$ cat src/rtl/core/accumulator_machine_execute_top_macros.svh
// assertion macros shared by the accumulator machine rtl
`ifndef ACCUMULATOR_MACHINE_EXECUTE_TOP_MACROS_SVH
`define ACCUMULATOR_MACHINE_EXECUTE_TOP_MACROS_SVH

// same-cycle implication, checked out of reset
`define AME_ASSERT_NOW(lbl, ante, cons, msg) \
  lbl: assert property (@(posedge clk) disable iff (!rst_n) (ante) |-> (cons)) \
    else $error(msg);

// next-cycle implication, checked out of reset
`define AME_ASSERT_NEXT(lbl, ante, cons, msg) \
  lbl: assert property (@(posedge clk) disable iff (!rst_n) (ante) |=> (cons)) \
    else $error(msg);

`endif

$ cat src/rtl/core/ame_pkg.sv
// shared constants and types for the accumulator machine execute block
`timescale 1ns / 1ps

package ame_pkg;

  // widths fixed by the instruction and result formats
  localparam int DATA_W      = 32;
  localparam int ADDR_W      = 10;
  localparam int OP_W        = 4;
  localparam int CAUSE_W     = 2;
  localparam int IN_TDATA_W  = 56;
  localparam int OUT_TDATA_W = 80;

  // default data memory depth
  localparam int MEM_WORDS_DEF = 1024;

  // divider steps, one quotient bit each
  localparam int DIV_STEPS = DATA_W;

  // instruction lengths in words
  localparam logic [ADDR_W-1:0] INSTR_LEN_2 = ADDR_W'(2);
  localparam logic [ADDR_W-1:0] INSTR_LEN_3 = ADDR_W'(3);

  // opcodes
  localparam logic [OP_W-1:0] OP_ADD    = 4'd1;
  localparam logic [OP_W-1:0] OP_SUB    = 4'd2;
  localparam logic [OP_W-1:0] OP_MUL    = 4'd3;
  localparam logic [OP_W-1:0] OP_DIV    = 4'd4;
  localparam logic [OP_W-1:0] OP_JMP    = 4'd5;
  localparam logic [OP_W-1:0] OP_JMPN   = 4'd6;
  localparam logic [OP_W-1:0] OP_JMPP   = 4'd7;
  localparam logic [OP_W-1:0] OP_JMPZ   = 4'd8;
  localparam logic [OP_W-1:0] OP_COPY   = 4'd9;
  localparam logic [OP_W-1:0] OP_LOAD   = 4'd10;
  localparam logic [OP_W-1:0] OP_STORE  = 4'd11;
  localparam logic [OP_W-1:0] OP_INPUT  = 4'd12;
  localparam logic [OP_W-1:0] OP_OUTPUT = 4'd13;
  localparam logic [OP_W-1:0] OP_STOP   = 4'd14;

  // halt causes
  localparam logic [CAUSE_W-1:0] CAUSE_NONE    = 2'd0;
  localparam logic [CAUSE_W-1:0] CAUSE_STOP    = 2'd1;
  localparam logic [CAUSE_W-1:0] CAUSE_DIVZERO = 2'd2;
  localparam logic [CAUSE_W-1:0] CAUSE_INVALID = 2'd3;

  // divider status seen by the sequencer
  typedef struct packed {
    logic busy;
    logic done;
  } div_stat_t;

endpackage

$ cat src/rtl/core/ame_div.sv
// signed restoring divider, one quotient bit a cycle, truncates toward zero
`timescale 1ns / 1ps

module ame_div (
  input  logic                       clk,
  input  logic                       rst_n,
  input  logic                       start,
  input  logic [ame_pkg::DATA_W-1:0] dividend,
  input  logic [ame_pkg::DATA_W-1:0] divisor,
  output logic [ame_pkg::DATA_W-1:0] quotient,
  output ame_pkg::div_stat_t         stat
);

  localparam int W  = ame_pkg::DATA_W;
  localparam int CW = $clog2(ame_pkg::DIV_STEPS);

  logic [W-1:0]  quo_r, quo_nxt;
  logic [W-1:0]  rem_r, rem_nxt;
  logic [W-1:0]  dvs_r, dvs_nxt;
  logic          neg_r, neg_nxt;
  logic [CW-1:0] cnt_r, cnt_nxt;
  logic          busy_r, busy_nxt;
  logic          done_r, done_nxt;
  logic [W:0]    shifted;
  logic          fits;

  // one restoring step: shift in the next dividend bit and try to subtract
  assign shifted = {rem_r, quo_r[W-1]};
  assign fits    = shifted >= {1'b0, dvs_r};

  always_comb begin
    quo_nxt  = quo_r;
    rem_nxt  = rem_r;
    dvs_nxt  = dvs_r;
    neg_nxt  = neg_r;
    cnt_nxt  = cnt_r;
    busy_nxt = busy_r;
    done_nxt = 1'b0;
    if (start) begin
      // operate on magnitudes, fix the sign at the end
      quo_nxt  = dividend[W-1] ? (W'(0) - dividend) : dividend;
      dvs_nxt  = divisor[W-1] ? (W'(0) - divisor) : divisor;
      neg_nxt  = dividend[W-1] ^ divisor[W-1];
      rem_nxt  = '0;
      cnt_nxt  = '0;
      busy_nxt = 1'b1;
    end else if (busy_r) begin
      rem_nxt = fits ? W'(shifted - {1'b0, dvs_r}) : shifted[W-1:0];
      quo_nxt = {quo_r[W-2:0], fits};
      cnt_nxt = cnt_r + CW'(1);
      if (cnt_r == CW'(ame_pkg::DIV_STEPS - 1)) begin
        busy_nxt = 1'b0;
        done_nxt = 1'b1;
      end
    end
  end

  always_ff @(posedge clk) begin
    if (!rst_n) begin
      busy_r <= 1'b0;
      done_r <= 1'b0;
      cnt_r  <= '0;
    end else begin
      busy_r <= busy_nxt;
      done_r <= done_nxt;
      cnt_r  <= cnt_nxt;
    end
  end

  always_ff @(posedge clk) begin
    quo_r <= quo_nxt;
    rem_r <= rem_nxt;
    dvs_r <= dvs_nxt;
    neg_r <= neg_nxt;
  end

  // sign fix on the finished magnitude
  assign quotient  = neg_r ? (W'(0) - quo_r) : quo_r;
  assign stat.busy = busy_r;
  assign stat.done = done_r;

endmodule

$ cat config.mk
export PLATFORM = sky130hd
export DESIGN_NAME = ame_div
export DESIGN_NICKNAME = d
export VERILOG_FILES = /design/src/rtl/core/accumulator_machine_execute_top_macros.svh /design/src/rtl/core/ame_pkg.sv /design/src/rtl/core/ame_div.sv
export SDC_FILE = /design/constraint.sdc
export NUM_CORES = 1
export LEC_CHECK = 0
export BUFFER_PORTS_ARGS = -buffer_cell sky130_fd_sc_hd__buf_4
export CORE_MARGIN = 2
export CORE_UTILIZATION = 50
export DETAILED_ROUTE_END_ITERATION = 7
export PLACE_DENSITY = 0.82
export SETUP_SLACK_MARGIN = 0.15
export SYNTH_ARGS = -nofsm -noshare
export SYNTH_HDL_FRONTEND = slang
export SYNTH_SLANG_ARGS = --single-unit
$ cat constraint.sdc
create_clock -name clk -period 3.48 [get_ports clk]
set_input_delay 0.348 -clock clk [delete_from_list [all_inputs] [get_ports clk]]
set_output_delay 0.348 -clock clk [all_outputs]
set_load 0.01 [all_outputs]
==> run_summary.xml <==
<?xml version="1.0" encoding="UTF-8"?>
<metrics>
  <group name="global_route">
    <metric name="vias_in_the_first_global_route" unit="">6204</metric>
    <metric name="final_global_route_overflow_total" unit="">0</metric>
    <metric name="grt_first_pass_wirelength" unit="mm">29.2</metric>
    <metric name="antenna_found_initial" unit="">0</metric>
    <metric name="grt_usage" unit="">0.219</metric>
    <metric name="grt_max_degree" unit="">69</metric>
  </group>
  <group name="worst_hold_path">
    <metric name="holdCritPathClass" unit="">input port to register</metric>
  </group>
  <group name="critical_path">
    <metric name="setup.worst_path.class" unit="">register to output pin</metric>
    <metric name="critPathArrivalTime" unit="ns">3.60</metric>
    <metric name="crit_path_end_kind" unit="">output pin</metric>
    <metric name="cp-start-kind" unit="">register</metric>
    <metric name="required" unit="ns">3.13</metric>
    <metric name="path_max_fanout" unit="">3</metric>
  </group>
  <group name="clock_tree">
    <metric name="cts.path.max_buffers" unit="">2</metric>
    <metric name="cts_num_sinks" unit="">104</metric>
    <metric name="h-tree-depth" unit="">3</metric>
    <metric name="ctsHoldBuffers" unit="">0</metric>
    <metric name="clk_pin_slew" unit="ns">0.07</metric>
    <metric name="tritoncts" unit="">yes</metric>
    <metric name="cts_root_buffer" unit="">sky130_fd_sc_hd__clkbuf_16</metric>
    <metric name="cts_made_buffers" unit="">9</metric>
    <metric name="insertion_delay" unit="ns">0.36</metric>
  </group>
  <group name="floorplanning">
    <metric name="floorplan.die_area" unit="um2">16200</metric>
    <metric name="floorplan.core_area" unit="um2">15000</metric>
    <metric name="top_level_ports" unit="">101</metric>
    <metric name="die_height" unit="um">127</metric>
    <metric name="initial_utilization" unit="">0.507</metric>
    <metric name="rows" unit="">45</metric>
    <metric name="die_width" unit="um">127</metric>
  </group>
  <group name="power_and_ir_drop">
    <metric name="power.net_switching" unit="W">0.00128</metric>
    <metric name="pwr_density_cell" unit="nW/um2">439</metric>
    <metric name="internal_power" unit="W">0.00273</metric>
    <metric name="power_frac_comb" unit="">0.322</metric>
    <metric name="clock_group_share_of_total_power" unit="">0.284</metric>
    <metric name="power.static_leakage" unit="nW">3.72</metric>
    <metric name="seqPwrFrac" unit="">0.394</metric>
    <metric name="ir_drop_worst_case_vdd" unit="uV">293</metric>
    <metric name="power.switching_fraction" unit="">0.320</metric>
  </group>
  <group name="timing">
    <metric name="clock_skew" unit="ns">0.0107</metric>
    <metric name="layout_worst_path_cycle_share" unit="">1.14</metric>
    <metric name="timing.final.setup_violations" unit="">11</metric>
    <metric name="rsz_0062_raised_after_global_routing" unit="">yes</metric>
    <metric name="tightest_pin_transition" unit="ns">1.16</metric>
    <metric name="max_clock_freq" unit="MHz">253</metric>
    <metric name="final_hold_viol_count" unit="">0</metric>
    <metric name="timing.slew.headroom" unit="">0.224</metric>
    <metric name="finalCriticalPeriod" unit="ns">3.95</metric>
    <metric name="setup_total_negative_slack" unit="ns">-3.26</metric>
    <metric name="final_max_slew_viol_count" unit="">0</metric>
    <metric name="fin_ws" unit="ns">-0.470</metric>
  </group>
  <group name="logic_synthesis">
    <metric name="synth_simple_gate_area_frac" unit="">0.183</metric>
    <metric name="ys_warn_count" unit="">0</metric>
    <metric name="yosys-mux-area-fraction" unit="">0.00953</metric>
    <metric name="synth.yosys.seq_area_share" unit="">0.359</metric>
    <metric name="synth_compound_gate_area_share" unit="">0.212</metric>
    <metric name="synth_top_cell_area_share" unit="">0.256</metric>
    <metric name="dominant_cells_by_area_after_synthesis" unit="">sky130_fd_sc_hd__edfxtp_1, sky130_fd_sc_hd__dfxtp_1, sky130_fd_sc_hd__xnor2_1</metric>
    <metric name="post-synth-top-count-cell" unit="">sky130_fd_sc_hd__nand2_1</metric>
    <metric name="synth_area_leader_cell" unit="">sky130_fd_sc_hd__edfxtp_1</metric>
    <metric name="yosys-top-cells-count" unit="">sky130_fd_sc_hd__nand2_1, sky130_fd_sc_hd__nor2_1, sky130_fd_sc_hd__xnor2_1</metric>
    <metric name="syn-num-nets" unit="">982</metric>
    <metric name="synthesis.area" unit="um2">7620</metric>
    <metric name="post_synth_edffs" unit="">65</metric>
    <metric name="synth_xor_xnor_area_share" unit="">0.129</metric>
    <metric name="synth_adder_area_share" unit="">0.0634</metric>
    <metric name="dominantRegCellSynth" unit="">sky130_fd_sc_hd__edfxtp_1</metric>
    <metric name="synth_top_family_by_area" unit="">compound AO/OA/AOI/OAI gates</metric>
    <metric name="synthCells" unit="">877</metric>
    <metric name="syn_avg_cell_area" unit="um2">8.69</metric>
    <metric name="synth_async_sr_flop_share" unit="">0</metric>
    <metric name="yosysUniqueCellTypes" unit="">62</metric>
    <metric name="synth-seq-cells" unit="">104</metric>
  </group>
  <group name="detailed_routing">
    <metric name="ant_nets" unit="">0</metric>
    <metric name="via_per_inst" unit="">5.79</metric>
    <metric name="routed_wl" unit="mm">17.6</metric>
    <metric name="wl_met1" unit="mm">8.10</metric>
    <metric name="top_signal_layer_used" unit="">met4</metric>
    <metric name="drc_violations" unit="">0</metric>
    <metric name="detailroute.wirelength.met2" unit="mm">8.41</metric>
    <metric name="met3RoutedLength" unit="um">831</metric>
    <metric name="wire_per_inst" unit="um">15.0</metric>
    <metric name="drt-pass1-iter-count" unit="">5</metric>
    <metric name="drtIter0Drc" unit="">514</metric>
    <metric name="detailroute.via_count" unit="">6785</metric>
  </group>
  <group name="layout">
    <metric name="flow.area_growth_from_synthesis" unit="%">19.8</metric>
    <metric name="finalNetCount" unit="">1083</metric>
    <metric name="antenna_cells" unit="">0</metric>
    <metric name="post-route-util" unit="">0.607</metric>
    <metric name="layout-drive-gt1-share" unit="">0.180</metric>
  </group>
  <group name="status">
    <metric name="failed_checks" unit="">setup timing</metric>
    <metric name="outcome" unit="">finished with violations</metric>
  </group>
  <group name="place">
    <metric name="place_congestion" unit="">0.970</metric>
    <metric name="port_bufs" unit="">100</metric>
    <metric name="hpwl" unit="mm">13.2</metric>
  </group>
  <group name="job">
    <metric name="maxCapViolations" unit="">0</metric>
  </group>
</metrics>
area by class of cell:
cell class                      count  area [um2]
Multi-Input combinational cell    684        4640
Tap cell                          188         235
Clock buffer                       12         258
Clock inverter                      4        73.8
Fill cell                        1302        5910
Inverter                           50         188
Sequential cell                   104        2730
Timing Repair Buffer              129         997
kinds of logic (layout without fill, tap and decap cells):
family,Yosys count,in the layout
DFF,104,104
adders and majority gates,38,38
xor gates and xnor gates,112,112
buffers and inverters,89,195
and+or+nand+nor,287,287
muxes,7,7
AOI/OAI and AO/OA,240,240
power by group through the flow:
stage / logic (W) / clock network (W) / registers [W]
after global placement: 0.00125 / 0 / 0.00159
after detailed placement: 0.00127 / 0 / 0.00160
after CTS: 0.00128 / 0.00115 / 0.00158
after floorplan: 0.000861 / 0 / 0.00156
after global routing: 0.00143 / 0.00120 / 0.00160
final: 0.00129 / 0.00114 / 0.00158
worst max-delay path, cell delays in order, from the launching register on:
cell and delay (ns):
sky130_fd_sc_hd__edfxtp_1 0.40, sky130_fd_sc_hd__nor3_2 0.21, sky130_fd_sc_hd__nand2_1 0.09, sky130_fd_sc_hd__or3_4 0.33, sky130_fd_sc_hd__or4_4 0.42, sky130_fd_sc_hd__or3_4 0.35
sky130_fd_sc_hd__or4_4 0.43, sky130_fd_sc_hd__or4_4 0.47, sky130_fd_sc_hd__o41ai_4 0.24, sky130_fd_sc_hd__xnor2_1 0.16, sky130_fd_sc_hd__buf_4 0.14
worst paths after layout:
check                              from                endpoint  slack, ns  cells after the start
hold reg to reg   rem_r[1]$_SDFFE_PP0P_   rem_r[1]$_SDFFE_PP0P_       0.49                      2
setup / recovery     quo_r[2]$_DFFE_PP_            quotient[29]      -0.47                     10
hold / removal               divisor[0]      dvs_r[0]$_DFFE_PP_       0.19                      1
setup reg to reg    quo_r[31]$_DFFE_PP_  rem_r[28]$_SDFFE_PP0P_       0.33                     12
timing repair:
action,in CTS,in global routing
pin swaps,4,4
endpoints found under the hold margin,0,0
buffers inserted,3,2
gates resized for setup,4,6
endpoints found under the setup margin,12,14
gates cloned,0,0
metrics by stage:
step | total power (W) | instances | setup slack (ns) | instance area (um2) | hold WS, ns
after floorplan | 0.00242 | 877 | 0.0633 | 7680 | 0.447
after global placement | 0.00284 | 1150 | -0.0930 | 8720 | 0.479
after detailed placement | 0.00287 | 1150 | -0.154 | 8720 | 0.480
after CTS | 0.00402 | 1169 | -0.498 | 9090 | 0.177
after global routing | 0.00422 | 1171 | -0.602 | 9130 | 0.185
final | 0.00401 | 1171 | -0.470 | 9130 | 0.187
cells in the final DEF, fill, tap and decap left out, types with 37 or more instances in the layout:
cell type,n
sky130_fd_sc_hd__a21oi_1,60
sky130_fd_sc_hd__nand2_1,95
sky130_fd_sc_hd__inv_1,50
sky130_fd_sc_hd__ha_1,37
sky130_fd_sc_hd__nor2_1,84
sky130_fd_sc_hd__edfxtp_1,65
sky130_fd_sc_hd__xnor2_1,69
sky130_fd_sc_hd__buf_4,126
sky130_fd_sc_hd__dfxtp_1,38
sky130_fd_sc_hd__o21ai_0,46
sky130_fd_sc_hd__xor2_1,42
registers in the layout (all words and copies together), names as in the netlist:
name,cells
quo_r,32
cnt_r,5
rem_r,32
dvs_r,32
done_r,1
busy_r,1
neg_r,1
layer usage:
metal  vias to the layer above  global-route usage
met2                       183               0.365
met3                        21              0.0255
met4                         0              0.0750
li1                       3396                   -
met1                      3185               0.297
met5                         -                   0
(Power assumes the default switching activity.)
